===== src/design/brfd_pkg.sv =====
// Shared types, command codes and display tables for the relay and fan command decoder.
package brfd_pkg;

	localparam int BYTE_W  = 8;
	localparam int RELAY_W = 3;
	localparam int SPEED_W = 3;
	localparam int LINES_W = 4;

	// ASCII command characters
	localparam logic [BYTE_W-1:0] CH_L   = 8'h4C;
	localparam logic [BYTE_W-1:0] CH_F   = 8'h46;
	localparam logic [BYTE_W-1:0] CH_U   = 8'h55;
	localparam logic [BYTE_W-1:0] CH_D   = 8'h44;
	localparam logic [BYTE_W-1:0] CH_ONE = 8'h31;
	localparam logic [BYTE_W-1:0] CH_TWO = 8'h32;
	localparam logic [BYTE_W-1:0] CH_THR = 8'h33;

	localparam logic [SPEED_W-1:0] SPEED_OFF = 3'd0;
	localparam logic [SPEED_W-1:0] SPEED_MIN = 3'd1;
	localparam logic [SPEED_W-1:0] SPEED_MAX = 3'd5;

	typedef struct packed {
		logic [RELAY_W-1:0] relay_states;
		logic               fan_enabled;
		logic [SPEED_W-1:0] speed_level;
		logic [LINES_W-1:0] speed_drive;
		logic [LINES_W-1:0] bar_leds;
	} result_t;

	function automatic logic [LINES_W-1:0] drive_lines(input logic [SPEED_W-1:0] spd);
		logic [LINES_W-1:0] d;
		case (spd)
			3'd1:    d = 4'b0100;
			3'd2:    d = 4'b0010;
			3'd3:    d = 4'b0001;
			3'd4:    d = 4'b0110;
			3'd5:    d = 4'b1000;
			default: d = 4'b0000;
		endcase
		return d;
	endfunction

	function automatic logic [LINES_W-1:0] bar_lines(input logic [SPEED_W-1:0] spd);
		logic [LINES_W-1:0] b;
		case (spd)
			3'd2:    b = 4'b1000;
			3'd3:    b = 4'b1100;
			3'd4:    b = 4'b1110;
			3'd5:    b = 4'b1111;
			default: b = 4'b0000;
		endcase
		return b;
	endfunction

endpackage


===== src/design/brfd_core.sv =====
// Command pairing, decode and relay/fan state update.
module brfd_core (
	input  logic                         clk,
	input  logic                         arst_n,
	input  logic                         item_valid,
	input  logic                         item_take,
	input  logic [brfd_pkg::BYTE_W-1:0]  item_byte,
	output logic                         has_result,
	output brfd_pkg::result_t            result
);

	logic                          phase_q;
	logic [brfd_pkg::BYTE_W-1:0]   first_q;
	logic [brfd_pkg::RELAY_W-1:0]  relay_q;
	logic                          fan_q;
	logic [brfd_pkg::SPEED_W-1:0]  speed_q;

	logic [brfd_pkg::RELAY_W-1:0]  relay_d;
	logic                          fan_d;
	logic [brfd_pkg::SPEED_W-1:0]  speed_d;

	assign has_result = item_valid && phase_q;

	always_comb begin
		relay_d = relay_q;
		fan_d   = fan_q;
		speed_d = speed_q;
		if (first_q == brfd_pkg::CH_L && item_byte == brfd_pkg::CH_ONE) begin
			relay_d = relay_q ^ 3'b001;
		end else if (first_q == brfd_pkg::CH_L && item_byte == brfd_pkg::CH_TWO) begin
			relay_d = relay_q ^ 3'b010;
		end else if (first_q == brfd_pkg::CH_L && item_byte == brfd_pkg::CH_THR) begin
			relay_d = relay_q ^ 3'b100;
		end else if (first_q == brfd_pkg::CH_F && item_byte == brfd_pkg::CH_ONE) begin
			fan_d   = !fan_q;
			speed_d = fan_q ? brfd_pkg::SPEED_OFF : brfd_pkg::SPEED_MIN;
		end else if (first_q == brfd_pkg::CH_U && item_byte == brfd_pkg::CH_ONE) begin
			if (speed_q >= brfd_pkg::SPEED_MIN && speed_q < brfd_pkg::SPEED_MAX) begin
				speed_d = speed_q + 3'd1;
			end
		end else if (first_q == brfd_pkg::CH_D && item_byte == brfd_pkg::CH_ONE) begin
			if (speed_q > brfd_pkg::SPEED_MIN && speed_q <= brfd_pkg::SPEED_MAX) begin
				speed_d = speed_q - 3'd1;
			end
		end
	end

	always_comb begin
		result.relay_states = relay_d;
		result.fan_enabled  = fan_d;
		result.speed_level  = speed_d;
		result.speed_drive  = brfd_pkg::drive_lines(speed_d);
		result.bar_leds     = brfd_pkg::bar_lines(speed_d);
	end

	always_ff @(posedge clk or negedge arst_n) begin
		if (!arst_n) begin
			phase_q <= 1'b0;
			relay_q <= '0;
			fan_q   <= 1'b0;
			speed_q <= brfd_pkg::SPEED_OFF;
		end else if (item_take) begin
			phase_q <= !phase_q;
			if (phase_q) begin
				relay_q <= relay_d;
				fan_q   <= fan_d;
				speed_q <= speed_d;
			end
		end
	end

	// hold the first character of a pair
	always_ff @(posedge clk) begin
		if (item_take && !phase_q) begin
			first_q <= item_byte;
		end
	end

endmodule


===== src/design/brfd_obuf.sv =====
// Output register with skid stage for result requests.
module brfd_obuf (
	input  logic               clk,
	input  logic               arst_n,
	input  logic               push_valid,
	output logic               push_ready,
	input  brfd_pkg::result_t  push_data,
	output logic               out_valid,
	input  logic               out_ready,
	output brfd_pkg::result_t  out_data
);

	logic               out_valid_q;
	logic               skid_valid_q;
	brfd_pkg::result_t  out_q;
	brfd_pkg::result_t  skid_q;
	logic               push;
	logic               drain;

	assign push_ready = !skid_valid_q;
	assign push       = push_valid && !skid_valid_q;
	assign drain      = !out_valid_q || out_ready;
	assign out_valid  = out_valid_q;
	assign out_data   = out_q;

	always_ff @(posedge clk or negedge arst_n) begin
		if (!arst_n) begin
			out_valid_q  <= 1'b0;
			skid_valid_q <= 1'b0;
		end else if (drain) begin
			out_valid_q  <= skid_valid_q || push;
			skid_valid_q <= 1'b0;
		end else if (push) begin
			skid_valid_q <= 1'b1;
		end
	end

	always_ff @(posedge clk) begin
		if (drain) begin
			out_q <= skid_valid_q ? skid_q : push_data;
		end else if (push) begin
			skid_q <= push_data;
		end
	end

endmodule


===== src/design/two_byte_relay_fan_command_decoder_unit.sv =====
// Top level of the two-byte relay and fan command decoder.
// Serial bytes enter on in_valid/in_ready and are paired into two-character
// commands (L1, L2, L3 toggle relays; F1 toggles the fan; U1/D1 step the speed).
// The second byte of each pair produces one result request showing relays, fan,
// speed, speed drive lines and bar LEDs; the first byte produces none. One byte
// is taken per cycle unless a completed pair's result finds the skid stage full:
// a byte is registered in stage one, decoded there, and the result lands in an
// output register backed by a one-entry skid stage, so the input keeps flowing
// while a result waits.
module two_byte_relay_fan_command_decoder_unit (
	input  logic                          clk,
	input  logic                          arst_n,
	input  logic                          in_valid,
	output logic                          in_ready,
	input  logic [brfd_pkg::BYTE_W-1:0]   rx_byte,
	output logic                          out_valid,
	input  logic                          out_ready,
	output logic [brfd_pkg::RELAY_W-1:0]  relay_states,
	output logic                          fan_enabled,
	output logic [brfd_pkg::SPEED_W-1:0]  speed_level,
	output logic [brfd_pkg::LINES_W-1:0]  speed_drive,
	output logic [brfd_pkg::LINES_W-1:0]  bar_leds
);

	logic                          valid_s1;
	logic [brfd_pkg::BYTE_W-1:0]   byte_s1;
	logic                          has_result;
	logic                          buf_ready;
	logic                          adv_s1;
	brfd_pkg::result_t             result;
	brfd_pkg::result_t             out_data;

	// advance stage one unless its result has nowhere to go
	assign adv_s1   = valid_s1 && (!has_result || buf_ready);
	assign in_ready = !valid_s1 || adv_s1;

	always_ff @(posedge clk or negedge arst_n) begin
		if (!arst_n) begin
			valid_s1 <= 1'b0;
		end else if (in_ready) begin
			valid_s1 <= in_valid;
		end
	end

	always_ff @(posedge clk) begin
		if (in_ready && in_valid) begin
			byte_s1 <= rx_byte;
		end
	end

	brfd_core u_core (
		.clk        (clk),
		.arst_n     (arst_n),
		.item_valid (valid_s1),
		.item_take  (adv_s1),
		.item_byte  (byte_s1),
		.has_result (has_result),
		.result     (result)
	);

	brfd_obuf u_obuf (
		.clk        (clk),
		.arst_n     (arst_n),
		.push_valid (has_result),
		.push_ready (buf_ready),
		.push_data  (result),
		.out_valid  (out_valid),
		.out_ready  (out_ready),
		.out_data   (out_data)
	);

	assign relay_states = out_data.relay_states;
	assign fan_enabled  = out_data.fan_enabled;
	assign speed_level  = out_data.speed_level;
	assign speed_drive  = out_data.speed_drive;
	assign bar_leds     = out_data.bar_leds;

`ifndef SYNTHESIS
	a_fan_speed: assert property (@(posedge clk) disable iff (!arst_n)
		out_valid |-> (fan_enabled == (speed_level != 3'd0)))
		else $error("fan state and speed disagree");

	a_speed_range: assert property (@(posedge clk) disable iff (!arst_n)
		out_valid |-> (speed_level <= brfd_pkg::SPEED_MAX))
		else $error("speed out of range");

	a_stall_holds: assert property (@(posedge clk) disable iff (!arst_n)
		!in_ready |=> valid_s1 && $stable(byte_s1))
		else $error("stage one lost its byte while stalled");

	a_bar_drive: assert property (@(posedge clk) disable iff (!arst_n)
		(out_valid && bar_leds != 4'd0) |-> (speed_drive != 4'd0))
		else $error("bar lit with no speed drive");
`endif

endmodule


===== config.mk =====
export PLATFORM = sky130hd
export DESIGN_NAME = two_byte_relay_fan_command_decoder_unit
export DESIGN_NICKNAME = d
export VERILOG_FILES = /design/src/design/brfd_pkg.sv /design/src/design/brfd_core.sv /design/src/design/brfd_obuf.sv /design/src/design/two_byte_relay_fan_command_decoder_unit.sv
export SDC_FILE = /design/constraint.sdc
export NUM_CORES = 1
export LEC_CHECK = 0
export BUFFER_PORTS_ARGS = -buffer_cell sky130_fd_sc_hd__clkbuf_2
export CAP_MARGIN = 10
export CORE_MARGIN = 2
export CORE_UTILIZATION = 40
export CTS_BUF_LIST = sky130_fd_sc_hd__clkbuf_8
export DETAILED_ROUTE_END_ITERATION = 12
export SETUP_SLACK_MARGIN = 0.5
export SLEW_MARGIN = 40
export SYNTH_ARGS = -nofsm -noshare
export SYNTH_HDL_FRONTEND = slang
export SYNTH_SLANG_ARGS = --single-unit

===== constraint.sdc =====
create_clock -name clk -period 2.9 [get_ports clk]
set_clock_uncertainty 0.2 [all_clocks]
set_input_delay 0.58 -clock clk [delete_from_list [all_inputs] [get_ports clk]]
set_output_delay 0.58 -clock clk [all_outputs]
set_load 0.01 [all_outputs]

After elaboration in Yosys (flattened, before gate mapping)

Cells that the tools add are included.

Register bits: 57
Input port bits: 12
Output and inout port bits: 17
Logic and storage cells: 88

Bitwise operators: 4
$lt $le $gt $ge: 4
$add $sub $neg: 2
Equality and inequality tests: 12
Mux-type cells: 21
Reductions and logical operators: 26

Operators by type and width:

| operator                                                               | number |
|---|---|
| 3-bit two-way mux                                                      | 11 |
| 8-bit by 7-bit == test with 1-bit output (second input constant)       | 4 |
| 8-bit by 6-bit == test with 1-bit output (second input constant)       | 3 |
| 4-bit one-hot mux with 5 select lines                                  | 1 |
| 4-bit one-hot mux with 4 select lines                                  | 1 |
| 15-bit two-way mux                                                     | 1 |
| 1-bit logical AND                                                      | 13 |
| 1-bit two-way mux                                                      | 7 |
| 3-bit by 2-bit == test with 1-bit output (second input constant)       | 2 |
| 3-bit == test (second input constant)                                  | 2 |
| 1-bit logical NOT                                                      | 6 |
| 1-bit logical OR                                                       | 4 |
| 1-bit inverter                                                         | 4 |
| 2-bit AND reduction                                                    | 2 |
| 3-bit by 1-bit adder with 3-bit output (second input constant)         | 1 |
| 3-bit by 1-bit == test with 1-bit output (second input constant)       | 1 |
| 3-bit by 1-bit >= comparator with 1-bit output (second input constant) | 1 |
| 3-bit by 1-bit > comparator with 1-bit output (second input constant)  | 1 |
| 3-bit <= comparator (second input constant)                            | 1 |
| 3-bit less-than comparator (second input constant)                     | 1 |
| 3-bit by 1-bit subtractor with 3-bit output (second input constant)    | 1 |
| 2-bit nonzero test                                                     | 1 |

Depth between registers and ports, before layout

Word-level depth: 12
Gate-level depth with buffers: 9
Gate-level depth less buffers: 9

Cells and area by module

A second synthesis with hierarchy kept.

Cell total of the unflattened synthesis: 178
Area total of the unflattened synthesis: 2606.2 um^2

Modules (own cells, without submodules):

| module                                  | times used | cells each | area each (um^2) | seq. area each (um^2) |
|---|---|---|---|---|
| brfd_obuf                               | 1          | 55         | 1206.2           | 950.9 |
| brfd_core                               | 1          | 109        | 1088.5           | 440.4 |
| two_byte_relay_fan_command_decoder_unit | 1          | 14         | 311.5            | 265.3 |

Worst setup path before layout

No wires, ideal clock.

Path type: reg-to-reg
Start: reg u_core.first_q[3] (netlist bit)
End: reg u_obuf.out_q (netlist bit u_obuf.out_data[5]) (data pin)
Buffers on the path: 0
Library setup time: 0.255 ns
Setup slack: 0.216 ns
Required time: 2.445 ns
Arrival: 2.228 ns
Period minus slack after synthesis: 2.684 ns
Cell stages (with the launch flop): 7
Cell sequence: edfxtp_1 > or3b_1 > or4_1 > o41a_1 > nor4b_4 > nor2_2 > a31o_1

Word-level cells in the longest chain between the ends: 11
Elaborated cells on any way between the ends: 23
Classes of those cells: eq/ne: 9; mux: 8; reduce/logical: 6

Ends and longest elaborated chain:

| item                                        | line            | RTL |
|---|---|---|
| start, declared                             | brfd_core.sv:13 | `logic [brfd_pkg::BYTE_W-1:0] first_q;` |
| start signal, assigned                      | brfd_core.sv:75 | `first_q <= item_byte;` |
| 8-bit by 7-bit == test with 1-bit output    | brfd_core.sv:41 | `end else if (first_q == brfd_pkg::CH_D && item_byte == brfd_pkg::CH_ONE) begin` |
| 1-bit logical AND                           | brfd_core.sv:41 |  |
| 3-bit two-way mux                           | brfd_core.sv:41 |  |
| 3-bit two-way mux                           | brfd_core.sv:37 | `end else if (first_q == brfd_pkg::CH_U && item_byte == brfd_pkg::CH_ONE) begin` |
| 3-bit two-way mux                           | brfd_core.sv:34 | `end else if (first_q == brfd_pkg::CH_F && item_byte == brfd_pkg::CH_ONE) begin` |
| 3-bit two-way mux                           | brfd_core.sv:32 | `end else if (first_q == brfd_pkg::CH_L && item_byte == brfd_pkg::CH_THR) begin` |
| 3-bit two-way mux                           | brfd_core.sv:30 | `end else if (first_q == brfd_pkg::CH_L && item_byte == brfd_pkg::CH_TWO) begin` |
| 3-bit two-way mux *                         | brfd_core.sv:28 | `if (first_q == brfd_pkg::CH_L && item_byte == brfd_pkg::CH_ONE) begin` |
| 3-bit == test, or another cell as far along | brfd_pkg.sv:32  | `case (spd)` |
| 4-bit one-hot mux with 5 select lines *     | brfd_pkg.sv:32  |  |
| 15-bit two-way mux *                        | brfd_obuf.sv:40 | `out_q <= skid_valid_q ? skid_q : push_data;` |
| end signal, assigned                        | brfd_obuf.sv:40 |  |
| end, declared                               | brfd_obuf.sv:15 | `brfd_pkg::result_t out_q;` |

Every way passes the cells marked *; elsewhere a longest branch is shown, timed or not.
A chain may end at the register's enable or synchronous reset.

Worst setup path after layout

Start: reg u_core.first_q[3] (netlist bit)
End: reg u_obuf.out_q (netlist bit u_obuf.out_data[6]) (data pin)

The elaborated chain is that of the path after synthesis.

==> impl_summary.md <==
Run status
The run finished with clean final reports.

Placement
The placed instances occupy a cell area of 2870 um^2. Counting tap cells, the placed design contains a total of 301 instances. The number of input and output port buffers inserted is 28.

After legalization and detailed placement, the total HPWL measured approximately 3200 um. At the end of routability-driven placement, the weighted congestion stood at 0.827.

Power
The fraction of power consumed by the clock network is 0.260. The internal portion of the total power is 1.25 mW. The net switching power is 453 uW. Of the total power, the share spent switching nets is 0.266. The power consumption is 1.70 mW.

The portion of total power attributed to combinational logic is 0.147. The static leakage is between 1 and 1.5 nW. Dividing total power by cell area gives a power density of 538 nW/um^2. The sequential share of power is 0.593.

Across the VDD grid, the largest voltage drop is approximately 0.46 mV.

Floorplan
For this design the top-level I/O count stands at 29. The initial core utilization is 0.416. The site row count is 28. The floorplan step defined a die boundary enclosing 6880 um^2. The height of the die is 83.0 um. The x dimension of the die is 83.0 um.

The total area inside the core boundary comes to 5990 um^2.

Routing
The total wire length after detailed routing is 4500 um. The detailed router finished its first iteration with 72 violations. After detailed routing, the number of remaining DRC violations is 0.

In this run the remaining antenna-violating nets after routing total 0. Using the TritonRoute via totals, the vias-per-cell ratio works out to approximately 5.1. The post-detailed-route wirelength per cell is 14.1 um. The first detailed-routing pass took 4 iterations. The routed layout has 1,640 vias.

Synthesis
The number of enable-type register cells in the synthesized netlist is 44. Counting flops with an async set or reset pin after synthesis yields a share of 0.200. The share of the synthesized area in compound gates (AO/OA/AOI/OAI) came to 0.107.

Counting every net in the synthesized netlist gives 202. The post-synthesis register bit count is 55. Of the post-synthesis cell area, the dominant cell type holds 0.530.

The main combinational cell family by area after synthesis is simple AND/OR/NAND/NOR gates. The part of the Yosys area used for sequential elements is 0.640. The cell count after synthesis is 184.

Of the total synthesized cell area, the portion taken by XOR and XNOR cells is 0.0316. Of the total synthesized cell area, the portion taken by full adders, half adders and majority gates is 0.0301. The number of unique standard cell types used by synthesis is 50. The count of synthesis-stage warnings from yosys is 0. The simple-gate area share of the yosys netlist is 0.131.

The portion of netlist area occupied by mux cells is 0.0361. In the synthesized netlist the dominant register cell turns out to be edfxtp_1. The mean instance size in the synthesized netlist is 13.6 um^2. The leading area contributor after synthesis is edfxtp_1. Yosys attributes the largest share of cell area to edfxtp_1, dfrtp_1, mux2_2. The post-synthesis instance area is 2490 um^2.

Cells and area
The total of fill cells in the finished design is 506. The finished cells cover 3160 um^2. The area growth from synthesis to final layout is 26.8%.

The final instance count without filler cells is 319. Of the cells placed in the final design, the portion with a size suffix greater than 1 is 0.410. The antenna diode count is 0.

The library cells used most frequently in the layout, excluding fill and tap cells, are edfxtp_1, clkbuf_2, buf_4. Leaving out fill and tap cells, the most frequent cell in the layout is edfxtp_1. The final net count is between 200 and 300.

STA
The worst-case hold slack is ~0.24 ns. For the finished layout, the period the worst path requires is 2.68 ns. For the pin with the worst max-slew slack, the measured transition is 0.676 ns. The share of the clock period used by the worst path after layout is 0.925. The number of hold-slack violations in the final timing report is 0. The achievable clock frequency is between 0.3 and 0.4 GHz. The final number of max-transition violations is 0. In the final timing run, aggregate negative setup slack is 0 ns. Headroom to the max-slew limit came out at 0.549. Setup violations remaining at the end of the flow were counted as 0.

Setup repair after global routing could not meet its margin everywhere.

GRT
The number of global-route vias before repair is 1,643. For this run, the total global-route usage over all layers was measured as 0.139. For this run the aggregate overflow at the end of global routing stands at 0.

The maximum number of pins on one net before global-route repair is 20. The number of antenna violations at the first check in global routing is 0. In this run the most used layer during global routing was met2. The first-pass GRT wire length is 7670 um.

The met2 demand-to-capacity share in global routing is 0.216. The met3 layer usage reported by global route is 0.0388. For this run, global-route usage on met1 was measured as 0.185.

Clocking
TritonCTS built the clock tree. The deepest level of the CTS H-tree is 2. The clock root buffer master is clkbuf_8. For this design, the sink count on the clock tree is 55. The clock latency reported for the late side of the worst-skew pair is 0.32 ns. The TritonCTS buffer count is 5. After clock tree synthesis, the clock-pin slew on the worst setup and hold paths is 0.11 ns.

The buffer levels on the longest clock path is 2.

Setup path
The class of the most critical setup path is reg -> reg. The sort of element at the end of the critical path is a flop. The maximum cell stage delay along the critical path is 0.43 ns. Among all stages on the critical path, the largest delay is contributed by or4_4.

Traced cell by cell, the critical path runs through or3b_4 > or4_4 > o41a_1 > nor4b_4 > buf_4 > o2111ai_1 > o311ai_1. At the worst endpoint, the required time is 2.84 ns. The maximum net fanout on the critical path is 4.

The kind of cell with the highest combined delay on the critical path is simple AND/OR/NAND/NOR gates. The worst setup path is launched from a flop. The critical path arrival is between 2 and 3 ns.

The number of buffers and inverters on the critical path is 1.

Hold path
The worst hold path belongs to the class in -> reg.

Job
Across the run, the number of max-cap violations was 0.
[synth_stat cells, drive strengths merged, types with 2 or more instances]
library cell / instances
xnor2: 3
or2: 2
nor3: 5
nor2: 13
and2: 4
clkbuf: 3
ha: 6
nand2b: 4
a21oi: 6
inv: 11
edfxtp: 44
nand4: 2
nand4bb: 2
a31oi: 2
o21a: 2
mux2: 8
a2111oi: 3
dfrtp: 11
o21ai: 8
nand3: 2
nor2b: 2
nand2: 12
nor4: 2
xor2: 6
o41ai: 2
[repair_timing]
item | CTS | global route
pin swaps | 3 | 3
endpoints found under the hold margin | 11 | 0
cloned | 0 | 0
setup buffers | 5 | 4
hold buffers | 1 | 0
gates resized for setup | 8 | 11
setup endpoints to repair | 19 | 20
[layout make-up]
type	count	area, um^2	share of cell area
Tap cell	75	93.8	0.0297
Timing Repair Buffer	56	353	0.112
Multi-Input combinational cell	114	982	0.311
Sequential cell	55	1600	0.505
Clock inverter	3	27.5	0.00870
Clock buffer	5	68.8	0.0218
Inverter	11	41.3	0.0131
[power groups by stage]
stage               Sequential (mW)  Combinational [mW]  Clock (mW)
floorplan                      1.05               0.110           0
global placement               1.03               0.239           0
detailed placement             1.03               0.240           0
CTS                            1.01               0.254       0.459
global route                   1.02               0.275       0.487
finish                         1.01               0.250       0.442
[per-layer routing]
layer,vias up,share of wire
li1,805,-
met1,799,0.49
met2,28,0.46
met3,8,0.031
met4,0,0.015
met5,-,0
[logic make-up after synthesis]
group           count (synthesis)
fa+ha+maj                       6
buf+inv                        15
xor+xnor                        9
simple gates                   57
compound gates                 34
mux                             8
flops                          55
[stage by stage]
stage	worst slack (ns)	util
2_1_floorplan	0.222	-
3_3_place_gp	0.112	0.478
3_5_place_dp	0.0820	0.478
4_1_cts	0.184	0.512
5_1_grt	0.148	0.528
6_report	0.216	0.528
[path summary, 6_finish.rpt]
kind / start / end / slack [ns] / cells past startpoint
max: u_core.first_q[3]$_DFFE_PP_ / u_obuf.out_data[6]$_DFFE_PN_ / 0.22 / 7
min: rx_byte[0] / byte_s1[0]$_DFFE_PP_ / 0.24 / 1
max reg2reg: u_core.first_q[3]$_DFFE_PP_ / u_obuf.out_data[6]$_DFFE_PN_ / 0.22 / 7
min reg2reg: byte_s1[3]$_DFFE_PP_ / u_core.first_q[3]$_DFFE_PP_ / 0.25 / 0
max in group asynchronous: arst_n / valid_s1$_DFFE_PN0N_ / 1.81 / 2
min in group asynchronous: arst_n / u_core.speed_q[0]$_DFFE_PN0P_ / 0.45 / 2
[state kept, by name, summed over array words and instances, names as in the netlist]
signal and count:
u_core.relay_q 3, u_core.fan_q 1, u_obuf.out_valid 1, valid_s1 1, byte_s1 8, u_obuf.skid_q 14
u_core.speed_q 3, u_obuf.skid_valid_q 1, u_obuf.out_data 14, u_core.first_q 8, u_core.phase_q 1
(Power assumes the default switching activity.)
